==> config.mk <==
export PLATFORM = sky130hd
export DESIGN_NAME = expert_token_dispatch_router_core
export DESIGN_NICKNAME = d
export VERILOG_FILES = /design/src/design/etdr_pkg.sv /design/src/design/expert_token_dispatch_router_core.sv /design/src/design/etdr_ctrl.sv /design/src/design/etdr_datapath.sv
export SDC_FILE = /design/constraint.sdc
export NUM_CORES = 1
export LEC_CHECK = 0
export ABC_AREA = 1
export BUFFER_PORTS_ARGS = -buffer_cell sky130_fd_sc_hd__buf_2
export CAP_MARGIN = 20
export CORE_MARGIN = 1
export CORE_UTILIZATION = 36
export CTS_CLUSTER_SIZE = 10
export DETAILED_ROUTE_END_ITERATION = 6
export PLACE_DENSITY_LB_ADDON = 0.2
export SLEW_MARGIN = 20
export SYNTH_ARGS = -nofsm -noshare
export SYNTH_HDL_FRONTEND = slang
export SYNTH_SLANG_ARGS = --single-unit
export TNS_END_PERCENT = 30
==> constraint.sdc <==
create_clock -name clk_i -period 11.09 [get_ports clk_i]
set_input_delay 0.5545 -clock clk_i [delete_from_list [all_inputs] [get_ports clk_i]]
set_output_delay 0.5545 -clock clk_i [all_outputs]
set_load 0.02 [all_outputs]
==> src/design/etdr_pkg.sv <==
// Shared types and constants of the expert token dispatch router.
// Holds status codes, configuration register indexes, field widths and the
// command and status structs that join the controller and the datapath.
`default_nettype none

package etdr_pkg;

  // Field widths fixed by the item format
  localparam int TOK_W   = 16;
  localparam int ESLOT_W = 4;
  localparam int EID_W   = 8;
  localparam int PRANK_W = 3;
  localparam int SLOT_W  = 16;
  localparam int OFS_W   = 30;
  localparam int STAT_W  = 3;

  // Configuration register widths
  localparam int EPR_W   = 9;
  localparam int RLEN_W  = 15;
  localparam int TCNT_W  = 17;
  localparam int EPT_W   = 5;
  localparam int RCNT_W  = 4;
  localparam int CFG_IDX_W  = 3;
  localparam int CFG_DATA_W = 17;

  // One quotient bit per divider step
  localparam int STEP_W = $clog2(EID_W);

  // Configuration register indexes
  localparam logic [CFG_IDX_W-1:0] CFG_EXPERTS_PER_RANK  = 3'd0;
  localparam logic [CFG_IDX_W-1:0] CFG_ROW_LENGTH        = 3'd1;
  localparam logic [CFG_IDX_W-1:0] CFG_TOKEN_COUNT       = 3'd2;
  localparam logic [CFG_IDX_W-1:0] CFG_EXPERTS_PER_TOKEN = 3'd3;
  localparam logic [CFG_IDX_W-1:0] CFG_RANK_COUNT        = 3'd4;

  // Configuration reset values
  localparam logic [EPR_W-1:0]  EPR_RESET  = 9'd1;
  localparam logic [RLEN_W-1:0] RLEN_RESET = 15'd4096;
  localparam logic [TCNT_W-1:0] TCNT_RESET = 17'd65536;
  localparam logic [EPT_W-1:0]  EPT_RESET  = 5'd2;
  localparam logic [RCNT_W-1:0] RCNT_RESET = 4'd8;

  // Result status codes
  typedef enum logic [STAT_W-1:0] {
    ST_ROUTED     = 3'd0,
    ST_BOUNDS     = 3'd1,
    ST_BAD_EXPERT = 3'd2,
    ST_FULL       = 3'd3,
    ST_PRESET     = 3'd4
  } status_e;

  // Controller to datapath commands
  typedef struct packed {
    logic load;
    logic div_step;
    logic check;
    logic mul_src;
    logic mul_dst;
    logic out_load;
  } cmd_t;

  // Datapath to controller status
  typedef struct packed {
    logic out_free;
  } sts_t;

endpackage

`default_nettype wire

==> src/design/expert_token_dispatch_router_core.sv <==
// Expert token dispatch router: an accepted item passes through the bit-serial
// divider (8 steps, one quotient bit each), one check state and two passes
// through the shared row-offset multiplier, then waits for a free output register;
// the input stalls until the result is loaded into the output register.
// Reset clears the state machine, the output valid, every rank slot counter
// and loads the configuration registers with their default values.
`default_nettype none

module expert_token_dispatch_router_core #(
  parameter int MAX_RANKS = 8,
  parameter int MAX_SLOTS = 65536
) (
  input  wire                              clk_i,
  input  wire                              rst_ni,
  // configuration write port
  input  wire                              cfg_we_i,
  input  wire [etdr_pkg::CFG_IDX_W-1:0]    cfg_idx_i,
  input  wire [etdr_pkg::CFG_DATA_W-1:0]   cfg_data_i,
  // input channel
  input  wire                              in_valid_i,
  output logic                             in_stall_o,
  input  wire                              req_type_i,
  input  wire [etdr_pkg::TOK_W-1:0]        token_index_i,
  input  wire [etdr_pkg::ESLOT_W-1:0]      choice_idx_i,
  input  wire [etdr_pkg::EID_W-1:0]        expert_sel_i,
  input  wire [etdr_pkg::PRANK_W-1:0]      preset_rank_i,
  input  wire [etdr_pkg::SLOT_W-1:0]       preset_value_i,
  // output channel
  output logic                             out_valid_o,
  input  wire                              out_stall_i,
  output logic [etdr_pkg::PRANK_W-1:0]     target_rank_o,
  output logic [etdr_pkg::SLOT_W-1:0]      slot_o,
  output logic [etdr_pkg::OFS_W-1:0]       dest_offset_o,
  output logic [etdr_pkg::OFS_W-1:0]       src_offset_o,
  output logic [etdr_pkg::STAT_W-1:0]      status_o
);

  etdr_pkg::cmd_t cmd;
  etdr_pkg::sts_t sts;

  // Sequence each transfer through the datapath
  etdr_ctrl u_ctrl (
    .clk_i      (clk_i),
    .rst_ni     (rst_ni),
    .in_valid_i (in_valid_i),
    .in_stall_o (in_stall_o),
    .sts_i      (sts),
    .cmd_o      (cmd)
  );

  // Divide, check, count and compute offsets
  etdr_datapath #(
    .MAX_RANKS (MAX_RANKS),
    .MAX_SLOTS (MAX_SLOTS)
  ) u_datapath (
    .clk_i          (clk_i),
    .rst_ni         (rst_ni),
    .cfg_we_i       (cfg_we_i),
    .cfg_idx_i      (cfg_idx_i),
    .cfg_data_i     (cfg_data_i),
    .req_type_i     (req_type_i),
    .token_index_i  (token_index_i),
    .choice_idx_i   (choice_idx_i),
    .expert_sel_i   (expert_sel_i),
    .preset_rank_i  (preset_rank_i),
    .preset_value_i (preset_value_i),
    .out_valid_o    (out_valid_o),
    .out_stall_i    (out_stall_i),
    .target_rank_o  (target_rank_o),
    .slot_o         (slot_o),
    .dest_offset_o  (dest_offset_o),
    .src_offset_o   (src_offset_o),
    .status_o       (status_o),
    .cmd_i          (cmd),
    .sts_o          (sts)
  );

endmodule

`default_nettype wire

==> src/design/etdr_ctrl.sv <==
// Sequencing controller of the expert token dispatch router.
// Steps each item through divide, check, multiply and output load;
// uses etdr_pkg for the command and status structs.
`default_nettype none

module etdr_ctrl (
  input  wire            clk_i,
  input  wire            rst_ni,
  input  wire            in_valid_i,
  output logic           in_stall_o,
  input  etdr_pkg::sts_t sts_i,
  output etdr_pkg::cmd_t cmd_o
);

  typedef enum logic [5:0] {
    ST_IDLE    = 6'b000001,
    ST_DIVIDE  = 6'b000010,
    ST_CHECK   = 6'b000100,
    ST_MUL_SRC = 6'b001000,
    ST_MUL_DST = 6'b010000,
    ST_FINISH  = 6'b100000
  } state_e;

  localparam logic [etdr_pkg::STEP_W-1:0] LastStep =
    etdr_pkg::STEP_W'(etdr_pkg::EID_W - 1);

  state_e state_q, state_d;
  logic [etdr_pkg::STEP_W-1:0] step_q, step_d;

  // Next state and commands
  always_comb begin
    state_d = state_q;
    cmd_o   = '0;
    case (state_q)
      ST_IDLE: begin
        if (in_valid_i) begin
          cmd_o.load = 1'b1;
          state_d    = ST_DIVIDE;
        end
      end
      ST_DIVIDE: begin
        cmd_o.div_step = 1'b1;
        if (step_q == LastStep) begin
          state_d = ST_CHECK;
        end
      end
      ST_CHECK: begin
        cmd_o.check = 1'b1;
        state_d     = ST_MUL_SRC;
      end
      ST_MUL_SRC: begin
        cmd_o.mul_src = 1'b1;
        state_d       = ST_MUL_DST;
      end
      ST_MUL_DST: begin
        cmd_o.mul_dst = 1'b1;
        state_d       = ST_FINISH;
      end
      ST_FINISH: begin
        // hold until the output register can take the result
        if (sts_i.out_free) begin
          cmd_o.out_load = 1'b1;
          state_d        = ST_IDLE;
        end
      end
      default: begin
        state_d = ST_IDLE;
      end
    endcase
  end

  assign in_stall_o = (state_q != ST_IDLE);

  // Advance the divider step count, wrapping after the last step
  assign step_d = cmd_o.div_step ? step_q + 1'b1 : step_q;

  always_ff @(posedge clk_i or negedge rst_ni) begin
    if (!rst_ni) begin
      state_q <= ST_IDLE;
      step_q  <= '0;
    end else begin
      state_q <= state_d;
      step_q  <= step_d;
    end
  end

  a_check_after_divide: assert property (@(posedge clk_i) disable iff (!rst_ni)
    state_q == ST_CHECK |-> $past(state_q) == ST_DIVIDE)
    else $error("check entered without a divide");

  a_step_wrapped: assert property (@(posedge clk_i) disable iff (!rst_ni)
    state_q == ST_CHECK |-> step_q == '0)
    else $error("divider step count did not wrap");

  a_load_starts_divide: assert property (@(posedge clk_i) disable iff (!rst_ni)
    cmd_o.load |=> state_q == ST_DIVIDE && step_q == '0)
    else $error("accepted item did not start the divider");

endmodule

`default_nettype wire

==> src/design/etdr_datapath.sv <==
// Datapath of the expert token dispatch router: configuration registers,
// bit-serial divider, rank slot counters, shared multiplier, output register.
// Uses etdr_pkg for widths, codes and the command and status structs.
`default_nettype none

module etdr_datapath #(
  parameter int MAX_RANKS = 8,
  parameter int MAX_SLOTS = 65536
) (
  input  wire                              clk_i,
  input  wire                              rst_ni,
  // configuration
  input  wire                              cfg_we_i,
  input  wire [etdr_pkg::CFG_IDX_W-1:0]    cfg_idx_i,
  input  wire [etdr_pkg::CFG_DATA_W-1:0]   cfg_data_i,
  // input payload
  input  wire                              req_type_i,
  input  wire [etdr_pkg::TOK_W-1:0]        token_index_i,
  input  wire [etdr_pkg::ESLOT_W-1:0]      choice_idx_i,
  input  wire [etdr_pkg::EID_W-1:0]        expert_sel_i,
  input  wire [etdr_pkg::PRANK_W-1:0]      preset_rank_i,
  input  wire [etdr_pkg::SLOT_W-1:0]       preset_value_i,
  // output channel
  output logic                             out_valid_o,
  input  wire                              out_stall_i,
  output logic [etdr_pkg::PRANK_W-1:0]     target_rank_o,
  output logic [etdr_pkg::SLOT_W-1:0]      slot_o,
  output logic [etdr_pkg::OFS_W-1:0]       dest_offset_o,
  output logic [etdr_pkg::OFS_W-1:0]       src_offset_o,
  output logic [etdr_pkg::STAT_W-1:0]      status_o,
  // control
  input  etdr_pkg::cmd_t                   cmd_i,
  output etdr_pkg::sts_t                   sts_o
);

  localparam int CntW  = ($clog2(MAX_SLOTS + 1) > etdr_pkg::SLOT_W) ?
                         $clog2(MAX_SLOTS + 1) : etdr_pkg::SLOT_W;
  localparam int RIdxW = (MAX_RANKS > 1) ? $clog2(MAX_RANKS) : 1;
  localparam int EidW  = etdr_pkg::EID_W;
  localparam int EprW  = etdr_pkg::EPR_W;
  localparam int ProdW = etdr_pkg::SLOT_W + etdr_pkg::RLEN_W;

  // Configuration registers
  logic [etdr_pkg::EPR_W-1:0]  epr_q;
  logic [etdr_pkg::RLEN_W-1:0] rlen_q;
  logic [etdr_pkg::TCNT_W-1:0] tcnt_q;
  logic [etdr_pkg::EPT_W-1:0]  ept_q;
  logic [etdr_pkg::RCNT_W-1:0] rcnt_q;

  always_ff @(posedge clk_i or negedge rst_ni) begin
    if (!rst_ni) begin
      epr_q  <= etdr_pkg::EPR_RESET;
      rlen_q <= etdr_pkg::RLEN_RESET;
      tcnt_q <= etdr_pkg::TCNT_RESET;
      ept_q  <= etdr_pkg::EPT_RESET;
      rcnt_q <= etdr_pkg::RCNT_RESET;
    end else if (cfg_we_i) begin
      case (cfg_idx_i)
        etdr_pkg::CFG_EXPERTS_PER_RANK:  epr_q  <= cfg_data_i[etdr_pkg::EPR_W-1:0];
        etdr_pkg::CFG_ROW_LENGTH:        rlen_q <= cfg_data_i[etdr_pkg::RLEN_W-1:0];
        etdr_pkg::CFG_TOKEN_COUNT:       tcnt_q <= cfg_data_i[etdr_pkg::TCNT_W-1:0];
        etdr_pkg::CFG_EXPERTS_PER_TOKEN: ept_q  <= cfg_data_i[etdr_pkg::EPT_W-1:0];
        etdr_pkg::CFG_RANK_COUNT:        rcnt_q <= cfg_data_i[etdr_pkg::RCNT_W-1:0];
        default: ;
      endcase
    end
  end

  // Captured input item
  logic                          req_q;
  logic [etdr_pkg::TOK_W-1:0]    tok_q;
  logic [etdr_pkg::ESLOT_W-1:0]  eslot_q;
  logic [etdr_pkg::PRANK_W-1:0]  prank_q;
  logic [etdr_pkg::SLOT_W-1:0]   pval_q;

  always_ff @(posedge clk_i) begin
    if (cmd_i.load) begin
      req_q   <= req_type_i;
      tok_q   <= token_index_i;
      eslot_q <= choice_idx_i;
      prank_q <= preset_rank_i;
      pval_q  <= preset_value_i;
    end
  end

  // Restoring divider: quotient register starts as the dividend
  logic [EprW-1:0] divisor;
  logic [EprW-1:0] rem_q;
  logic [EidW-1:0] quo_q;
  logic [EprW:0]   trial;
  logic            trial_ge;

  assign divisor  = (epr_q == '0) ? EprW'(1) : epr_q;
  assign trial    = {rem_q, quo_q[EidW-1]};
  assign trial_ge = trial >= {1'b0, divisor};

  always_ff @(posedge clk_i) begin
    if (cmd_i.load) begin
      rem_q <= '0;
      quo_q <= expert_sel_i;
    end else if (cmd_i.div_step) begin
      rem_q <= trial_ge ? EprW'(trial - {1'b0, divisor}) : trial[EprW-1:0];
      quo_q <= {quo_q[EidW-2:0], trial_ge};
    end
  end

  // Check the item against bounds, rank range and counter fill
  logic [EidW-1:0]  rank_wide;
  logic             rank_in_range;
  logic [RIdxW-1:0] chk_idx;
  logic [CntW-1:0]  chk_cnt;
  logic             bounds_bad;
  logic             counter_full;
  etdr_pkg::status_e chk_status;

  assign rank_wide     = req_q ? EidW'(prank_q) : quo_q;
  assign rank_in_range = {1'b0, rank_wide} < (EidW + 1)'(MAX_RANKS);
  assign chk_idx       = rank_wide[RIdxW-1:0];
  assign bounds_bad    = ({1'b0, tok_q} >= tcnt_q) || ({1'b0, eslot_q} >= ept_q);

  logic [CntW-1:0] cnt_q [MAX_RANKS];

  assign chk_cnt      = cnt_q[chk_idx];
  assign counter_full = chk_cnt >= CntW'(MAX_SLOTS);

  always_comb begin
    if (req_q) begin
      chk_status = rank_in_range ? etdr_pkg::ST_PRESET : etdr_pkg::ST_BAD_EXPERT;
    end else if (bounds_bad) begin
      chk_status = etdr_pkg::ST_BOUNDS;
    end else if (!rank_in_range || (quo_q >= EidW'(rcnt_q))) begin
      chk_status = etdr_pkg::ST_BAD_EXPERT;
    end else if (counter_full) begin
      chk_status = etdr_pkg::ST_FULL;
    end else begin
      chk_status = etdr_pkg::ST_ROUTED;
    end
  end

  // Rank slot counters: take a slot on a route, load on a preset
  always_ff @(posedge clk_i or negedge rst_ni) begin
    if (!rst_ni) begin
      for (int r = 0; r < MAX_RANKS; r++) begin
        cnt_q[r] <= '0;
      end
    end else if (cmd_i.check) begin
      if (chk_status == etdr_pkg::ST_PRESET) begin
        cnt_q[chk_idx] <= CntW'(pval_q);
      end else if (chk_status == etdr_pkg::ST_ROUTED) begin
        cnt_q[chk_idx] <= chk_cnt + CntW'(1);
      end
    end
  end

  // Result fields of the check
  etdr_pkg::status_e             res_status_q;
  logic [etdr_pkg::PRANK_W-1:0]  res_rank_q;
  logic [etdr_pkg::SLOT_W-1:0]   res_slot_q;

  always_ff @(posedge clk_i) begin
    if (cmd_i.check) begin
      res_status_q <= chk_status;
      case (chk_status)
        etdr_pkg::ST_PRESET: begin
          res_rank_q <= prank_q;
          res_slot_q <= pval_q;
        end
        etdr_pkg::ST_ROUTED: begin
          res_rank_q <= quo_q[etdr_pkg::PRANK_W-1:0];
          res_slot_q <= chk_cnt[etdr_pkg::SLOT_W-1:0];
        end
        default: begin
          res_rank_q <= '0;
          res_slot_q <= '0;
        end
      endcase
    end
  end

  // Shared multiplier: token row offset, then slot row offset
  logic [etdr_pkg::SLOT_W-1:0] mul_a;
  logic [ProdW-1:0]            prod;
  logic [etdr_pkg::OFS_W-1:0]  src_ofs_q;
  logic [etdr_pkg::OFS_W-1:0]  dst_ofs_q;

  assign mul_a = cmd_i.mul_src ? tok_q : res_slot_q;
  assign prod  = ProdW'(mul_a) * ProdW'(rlen_q);

  always_ff @(posedge clk_i) begin
    if (cmd_i.mul_src) begin
      src_ofs_q <= prod[etdr_pkg::OFS_W-1:0];
    end
    if (cmd_i.mul_dst) begin
      dst_ofs_q <= prod[etdr_pkg::OFS_W-1:0];
    end
  end

  // Output register
  logic                          out_valid_q;
  logic [etdr_pkg::PRANK_W-1:0]  out_rank_q;
  logic [etdr_pkg::SLOT_W-1:0]   out_slot_q;
  logic [etdr_pkg::OFS_W-1:0]    out_dofs_q;
  logic [etdr_pkg::OFS_W-1:0]    out_sofs_q;
  etdr_pkg::status_e             out_status_q;
  logic                          routed;

  assign routed          = (res_status_q == etdr_pkg::ST_ROUTED);
  assign sts_o.out_free  = !out_valid_q || !out_stall_i;

  always_ff @(posedge clk_i or negedge rst_ni) begin
    if (!rst_ni) begin
      out_valid_q <= 1'b0;
    end else if (cmd_i.out_load) begin
      out_valid_q <= 1'b1;
    end else if (!out_stall_i) begin
      out_valid_q <= 1'b0;
    end
  end

  always_ff @(posedge clk_i) begin
    if (cmd_i.out_load) begin
      out_rank_q   <= res_rank_q;
      out_slot_q   <= res_slot_q;
      out_dofs_q   <= routed ? dst_ofs_q : '0;
      out_sofs_q   <= routed ? src_ofs_q : '0;
      out_status_q <= res_status_q;
    end
  end

  assign out_valid_o   = out_valid_q;
  assign target_rank_o = out_rank_q;
  assign slot_o        = out_slot_q;
  assign dest_offset_o = out_dofs_q;
  assign src_offset_o  = out_sofs_q;
  assign status_o      = out_status_q;

  a_counter_advances: assert property (@(posedge clk_i) disable iff (!rst_ni)
    (cmd_i.check && chk_status == etdr_pkg::ST_ROUTED) |=>
      cnt_q[$past(chk_idx)] == $past(chk_cnt) + CntW'(1))
    else $error("routed item did not advance its rank counter");

  a_failed_offsets_zero: assert property (@(posedge clk_i) disable iff (!rst_ni)
    (out_valid_q && out_status_q != etdr_pkg::ST_ROUTED) |->
      (out_dofs_q == '0 && out_sofs_q == '0))
    else $error("offsets not cleared on a result that was not routed");

  a_no_overwrite: assert property (@(posedge clk_i) disable iff (!rst_ni)
    cmd_i.out_load |-> (!out_valid_q || !out_stall_i))
    else $error("output register overwritten while stalled");

endmodule

`default_nettype wire
# After elaboration in Yosys (flattened, before gate mapping)
# Cells that the tools add are included.
# classes
magnitude_cmp	8
n_eq_ne	17
bitwise_logic	1
n_reduce_logical	20
n_div	0
shifts	0
addsub	3
multipliers	1
mux	36
# ops
op	count
bitwise mux 136 bit	2
two-way mux 136 bit	2
binary-select mux 17 bit (select 3 bit)	1
demux 17 bit (select 3 bit)	1
two-way mux 17 bit	3
case mux 6 bit (6 select lines)	1
case mux 16 bit (2 select lines)	1
multiplier 16 x 15 -> 30 bit	1
two-way mux 8 bit	3
two-way mux 6 bit	3
two-way mux 9 bit	2
adder 17 x 1 -> 17 bit, second input constant	1
greater-or-equal comparator 16 x 17 -> 1 bit	1
greater-or-equal comparator 17 bit, second input constant	1
two-way mux 16 bit	1
two-way mux 3 bit	4
AND reduction 2 bit	6
greater-or-equal comparator 10 x 9 -> 1 bit	1
two-way mux 1 bit	10
equality test 3 bit, second input constant	3
zero test 3 bit	3
zero test 9 bit	1
subtractor 9 bit	1
greater-or-equal comparator 8 x 4 -> 1 bit	1
other kinds (24)	32
# word_totals
reg_bits	417
memories	0
output_inout_bits	84
mem_bits_rw	0
elab_cells	119
mem_bits_ro	0
in_bits	73
latch_bits	0

# Depth between registers and ports, before layout
# Gate-level depths: netlist of run 1.
# logic_depth
depth_word	13
ltp_mapped	31
mapped_depth_nobuf	29

# Cells and area by module
# Synthesis of run 1 repeated with hierarchy kept, for this count alone.
# unflattened
hier_cells	2983
hier_area_um2	26242.7
# by_module_without_submodules
module	area_per_inst_um2	cells_each	seq_area_each_um2	n_inst
etdr_datapath	25707.2	2916	11232.0	1
etdr_ctrl	535.5	67	226.5	1

# Worst setup path before layout of run 1
# Ideal clock, no wire load.
# synth_timing
path_type	reg2reg
start	register u_ctrl.state_q[5]
end	register u_datapath.dst_ofs_q[26] (netlist name), data pin
setup_ps	256
path_slack_ps	3843
path_stages_with_launch	29
required_time_ps	10834
path_buffers	1
synth_period_minus_slack_ps	7247
arrival_time_ps	6991
path_cell_list	dfrtp_1 > nor2_1 > nand2_1 > nor3_1 > clkbuf_1 > or2_2 > o21ai_2 > inv_1 > nand2_1 > fa_1 > fa_1 > fa_1 > inv_1 > fa_1 > fa_1 > inv_1 > fa_1 > inv_1 > ha_1 > a21oi_1 > o21ai_0 > nand2_1 > nand3_1 > a31oi_1 > o21bai_1 > nand3_1 > nand2_1 > nand2_1 > nand2_1
# synth_via
elab_chain_cells	4
# synth_rtl
element	line	rtl
start, declared	etdr_ctrl.sv:27	state_e state_q, state_d;
start signal, assigned	etdr_ctrl.sv:82	state_q <= state_d;
equality test 6 x 4 -> 1 bit	etdr_ctrl.sv:34	case (state_q)
two-way mux 1 bit	etdr_ctrl.sv:34	
two-way mux 16 bit	etdr_datapath.sv:186	assign mul_a = cmd_i.mul_src ? tok_q : res_slot_q;
multiplier 16 x 15 -> 30 bit	etdr_datapath.sv:187	assign prod = ProdW'(mul_a) * ProdW'(rlen_q);
net u_datapath.prod[26]	etdr_datapath.sv:182	logic [ProdW-1:0] prod;
end signal, assigned	etdr_datapath.sv:194	dst_ofs_q <= prod[etdr_pkg::OFS_W-1:0];
end, declared	etdr_datapath.sv:184	logic [etdr_pkg::OFS_W-1:0] dst_ofs_q;
# The timed path passes the listed nets, and every way through them passes these cells.
# A chain may end at the register's enable or synchronous reset.

# Worst setup path after layout of run 1
# layout_timing
start	register u_ctrl.state_q[5]
end	register u_datapath.dst_ofs_q[29] (netlist name), data pin
# The elaborated chain is that of the path after synthesis.

==> results of run 1 <==
[metrics by stage]
step                hold WS (ns)  worst slack, ns  utilization  area [sq um]
global route             0.07607            2.394       0.4100         29310
CTS                      0.07431            3.007       0.4099         29300
global placement          0.4074            3.157       0.3877         27720
detailed placement        0.4129            3.048       0.3881         27750
finish                    0.1128            3.100       0.4100         29310
floorplan                 0.2589            3.843            -         26030
[kinds of logic after synthesis]
| family | synth area share |
|---|---|
| mux | 0.0004326 |
| xor+xnor | 0.01245 |
| fa+ha+maj | 0.1995 |
| compound gates | 0.05571 |
| flops | 0.4402 |
| simple gates | 0.2075 |
| buf+inv | 0.08422 |
[per-layer routing]
layer / routed length (um) / track usage / vias up / share of wire
li1: - / - / 9423 / -
met1: 34720 / 0.2880 / 9198 / 0.50
met2: 28920 / 0.2792 / 554 / 0.41
met3: 4430 / 0.03905 / 95 / 0.064
met4: 1683 / 0.05561 / 0 / 0.024
met5: 0 / 0 / - / 0
[placed cells by master (no fill, tap or decap), types with 6 or more instances in the layout]
cell type / count
o21ai_1: 47
fa_1: 180
or2_2: 18
nand3_1: 64
nand4_1: 24
dfxtp_1: 9
buf_4: 21
nor2_1: 283
xor2_1: 20
dfrtp_1: 190
clkbuf_1: 21
buf_2: 155
o21ai_0: 128
clkbuf_8: 7
edfxtp_1: 212
a21oi_1: 61
dfstp_2: 6
inv_1: 455
ha_1: 127
nand2_1: 936
clkbuf_16: 52
o21ai_2: 8
xnor2_1: 17
nor3_1: 7
[layout make-up]
class / instances / area [sq um] / share of cell area
multi-input cells: 1976 / 12420 / 0.4239
flip-flops and latches: 417 / 11460 / 0.3910
inverters: 456 / 1714 / 0.05849
clock buffers: 79 / 1463 / 0.04991
well taps: 950 / 1189 / 0.04056
repair buffers: 180 / 979.7 / 0.03343
clock inverters: 7 / 80.08 / 0.002732
[worst reg2reg max path, delay by kind of cell (launching register included)]
kind / cells / cell delay (ns)
buf+inv: 6 / 1.41
flops: 1 / 0.40
fa+ha+maj: 7 / 3.31
compound gates: 2 / 0.76
xor+xnor: 1 / 0.31
simple gates: 8 / 1.59
[worst paths after layout]
kind,startpoint,end,slack (ns),cells after the start
worst max-delay path,u_ctrl.state_q[5]$_DFFE_PN0P_,u_datapath.dst_ofs_q[29]$_DFFE_PP_,3.10,24
worst min-delay path,preset_value_i[5],u_datapath.pval_q[5]$_DFFE_PP_,0.11,1
min in group asynchronous,rst_ni,u_datapath.cnt_q[13]$_DFFE_PN0P_,0.48,2
max in group asynchronous,rst_ni,u_datapath.rlen_q[0]$_DFFE_PN0P_,9.24,3
worst min register to register,u_datapath.res_rank_q[0]$_SDFFCE_PN0N_,u_datapath.target_rank_o[0]$_DFFE_PP_,0.43,0
worst max register to register,u_ctrl.state_q[5]$_DFFE_PN0P_,u_datapath.dst_ofs_q[29]$_DFFE_PP_,3.10,24
[timing repair]
action | in CTS | in global routing
endpoints found under the hold margin | 60 | 0
hold buffers | 1 | 0
setup endpoints to repair | 0 | 0
[flip-flops by register name, summed over array words and instances, names as in the netlist, 4 cells and up]
register                  count
u_datapath.cnt_q            136
u_datapath.dest_offset_o     30
u_datapath.dst_ofs_q         30
u_datapath.src_offset_o      30
u_datapath.src_ofs_q         30
u_datapath.tcnt_q            17
u_datapath.pval_q            16
u_datapath.res_slot_q        16
u_datapath.slot_o            16
u_datapath.tok_q             16
u_datapath.rlen_q            15
u_datapath.epr_q              9
u_datapath.rem_q              9
u_datapath.quo_q              8
u_ctrl.state_q                6
u_datapath.ept_q              5
u_datapath.eslot_q            4
u_datapath.rcnt_q             4
==> metrics.cfg, run 1 <==
[floorplanning]
io_pins = 157
die_h_um = 270.9
rows = 98
dieArea_sq_um = 73380
initial_core_util = 0.3641
die_w_um = 270.9
core_area_sq_um = 71490

[sta]
maxClockFrequency_ghz = 0.1252
fin_crit_ns = 7.990
rsz0062_at_grt = no
finalCritPeriodShare = 0.7205
fin_skew_ns = 0.04885
hold_viol = 0
worst_pin_slew_ns = 1.074
relSlewSlack = 0.2825
finalSetupTns_ns = 0
setup_viol = 0
drv_slew = 0

[synth]
synthTopCellsByCount = 937 x nand2_1, 455 x inv_1, 286 x nor2_1
synth_cells = 2946
netlist_area_sq_um = 26030
synth_top_area_frac = 0.2446
synthesis.nets = 3326
synth_area_leaders = edfxtp_1 24%, dfrtp_1 18%, fa_1 14%, nand2_1 14%, inv_1 6.6%
synth_area_per_cell_sq_um = 8.835
synthDistinctLibCells = 50
synth_top_area_cell = edfxtp_1
synth_edf_count = 212
synth_warnings = 0
async_flop_share = 0.4700
ys_seq_elements = 417
synth-seq-area-share = 0.4402
ys.flop_type = edfxtp_1
yosysMostFrequentCell = nand2_1

[placement]
dp_cells = 3978
place_hpwl_mm = 51.16
place.gp.congestion = 0.8694
port_buffers = 156

[finish]
fillCellCount = 7266
area_delta_synth_final_pct = 12.60
nets = 3462
diodes = 0
layoutNonFillerInstCount = 4065
drive_above_1_share = 0.09599

[critical_path]
crit_required_ns = 11.45
slowest_stage = o21ai_1
cp-end-kind = flip-flop
cp_max_fo = 47
critPathTopFamily = adder cells
worstSetupPathType = reg -> reg
crit_path_cell_trace = nor2_1, nand2_1, nor3_2, buf_4, inv_1, o21ai_1, inv_1, nand2_1, fa_1, fa_1, inv_1, fa_1, fa_1, fa_1, inv_1, fa_1, inv_1, ha_1, nand4_1, nor3_1, nand4_1, nand3_1, a21oi_1, xnor2_1
crit_buf_inv = 6
slowest_delay_ns = 0.62
cpMostUsedCell = fa_1
start_kind = flip-flop
arrival_ns = 8.35

[detailed_routing]
vias = 19270
route.detailed.wl_per_inst_um = 17.16
drtIter0Drc = 1405
wl_mm = 69.76
first_pass_iters = 5
viasPerCell = 4.740
drcViolationCount = 0
final_antenna_net_count = 0

[global_routing]
grt_antenna_before_repair = 0
overflow = 0
grt_max_degree = 69
grt.total_usage = 0.1927
grt_pass1_vias = 18876
grt_pass1_wl_mm = 109.8

[clock_network]
clk_path_buf_depth = 3
h-tree-depth = 2
path_clk_slew_ns = 0.06
clkSinkCount = 417
clock_latency_ns = 0.62
cts_buffers = 51
tritoncts = done
cts-root-buf = clkbuf_16
cts_resized = 0
post_cts_buffers = 0

[run_status]
outcome = finished, final reports clean

[hold_path]
hold_path.class = in -> reg

[job]
maxCapViolations = 0

Power of run 1 is not shown: default switching activity piles up to over one toggle a cycle in this logic, so the estimate is an artifact.
==> run 2, diff against run 1 <==
clock period = 7.7 ns   (was 11.09 ns; I/O delays follow)
==> metrics.cfg, run 2 (synthesis results as in run 1) <==
[global_routing]
grt.total_usage = 0.1938
grt_pass1_wl_mm = 110.5
grt_pass1_vias = 19209
grt_antenna_before_repair = 0
grt_max_degree = 72
overflow = 0

[sta]
maxClockFrequency_ghz = 0.1391
finalCritPeriodShare = 0.9335
fin_crit_ns = 7.188
setup_viol = 0
relSlewSlack = 0.2813
hold_viol = 0
rsz0062_at_grt = no
worst_pin_slew_ns = 1.076
fin_hold_ws_ns = 0.05830
drv_slew = 0
fin_skew_ns = 0.03465
finalSetupTns_ns = 0

[clock_network]
h-tree-depth = 2
path_clk_slew_ns = 0.06
clkSinkCount = 417
cts-root-buf = clkbuf_16
tritoncts = done
clock_latency_ns = 0.61
cts_buffers = 51
clk_path_buf_depth = 3

[finish]
area_delta_synth_final_pct = 14.34
nets = 3507
largest_register_ffs = 136
final_common_cell = nand2_1
final_cell_mix = 936 x nand2_1, 455 x inv_1, 282 x nor2_1
drive_above_1_share = 0.09677
diodes = 0
regMostFlops = u_datapath.cnt_q

[floorplanning]
io_pins = 157
dieArea_sq_um = 73380
rows = 98
die_w_um = 270.9
core_area_sq_um = 71490
die_h_um = 270.9
initial_core_util = 0.3641

[detailed_routing]
drcViolationCount = 0
vias = 19443
wl_mm = 70.17
final_antenna_net_count = 0
route.detailed.wl_per_inst_um = 17.07
drtIter0Drc = 1362
first_pass_iters = 5
viasPerCell = 4.728

[critical_path]
cp_max_fo = 11
crit_required_ns = 8.10
cp-end-kind = flip-flop
start_kind = flip-flop
worstSetupPathType = reg -> reg
arrival_ns = 7.59

[run_status]
outcome = finished, final reports clean

[placement]
port_buffers = 156
place.gp.congestion = 0.8925
place_hpwl_mm = 51.29

[hold_path]
hold_path.class = in -> reg

[job]
maxCapViolations = 0

[run 2: stage by stage]
| stage | setup WS, ns | cells | instance area, sq um | util |
|---|---|---|---|---|
| final | 0.5117 | 4112 | 29760 | 0.4163 |
| after global routing | 0.02101 | 4112 | 29760 | 0.4163 |
| after CTS | 0.2092 | 4112 | 29740 | 0.4160 |
| after detailed placement | 0.2858 | 3983 | 27770 | 0.3885 |
| after global placement | 0.4278 | 3983 | 27770 | 0.3885 |
| after floorplan | 0.4528 | 2946 | 26030 | - |
[run 2: worst paths after layout]
path | from | to | slack (ns) | cells past startpoint
max | u_ctrl.state_q[5]$_DFFE_PN0P_ | u_datapath.src_ofs_q[22]$_DFFE_PP_ | 0.51 | 27
min | expert_sel_i[5] | u_datapath.quo_q[5]$_DFFE_PP_ | 0.06 | 3
max reg2reg | u_ctrl.state_q[5]$_DFFE_PN0P_ | u_datapath.src_ofs_q[22]$_DFFE_PP_ | 0.51 | 27
min reg2reg | u_datapath.res_rank_q[1]$_SDFFCE_PN0N_ | u_datapath.target_rank_o[1]$_DFFE_PP_ | 0.43 | 0
max in group asynchronous | rst_ni | u_datapath.cnt_q[17]$_DFFE_PN0P_ | 6.01 | 3
min in group asynchronous | rst_ni | u_datapath.cnt_q[15]$_DFFE_PN0P_ | 0.33 | 2
[run 2: worst max-delay path, stage by stage (launching register included)]
cell      delay [ns]
dfrtp_1         0.41
nor2_1          0.23
nand2_1         0.13
nor3_2          0.17
inv_1           0.23
buf_4           0.24
o21ai_2         0.41
nor2_1          0.12
fa_1            0.53
inv_1           0.05
fa_1            0.47
inv_1           0.05
fa_1            0.51
inv_1           0.06
fa_1            0.53
inv_1           0.05
fa_1            0.46
fa_1            0.48
ha_1            0.35
nand2_1         0.08
nor2_1          0.11
inv_1           0.05
o21bai_2        0.30
a21boi_0        0.20
o21ai_0         0.34
nand3_1         0.11
nand2_1         0.09
xor2_1          0.21
[run 2: area by class of cell]
| type | count | area (sq um) |
|---|---|---|
| multi-input combinational | 1976 | 12430 |
| clock inverter | 6 | 75.07 |
| fill | 7186 | 41730 |
| sequential | 417 | 11460 |
| clock buffer | 82 | 1485 |
| timing repair buffer | 225 | 1414 |
| tap | 950 | 1189 |
| inverter | 456 | 1714 |
[run 2: what timing repair did]
action / 4_1_cts / 5_1_grt
setup endpoints to repair: 0 / 14
buffers inserted: 0 / 0
hold endpoints to repair: 100 / 0
hold buffers: 41 / 0
resized for setup: 0 / 4
[run 2: per-layer routing]
layer  up-vias  part of all wire  track usage
met4         0             0.024      0.05590
met3       110             0.072      0.04376
met1      9240              0.49       0.2852
met2       579              0.41       0.2827
met5         -                 0            0
li1       9514                 -            -
Power of run 2 is left out for the same reason.
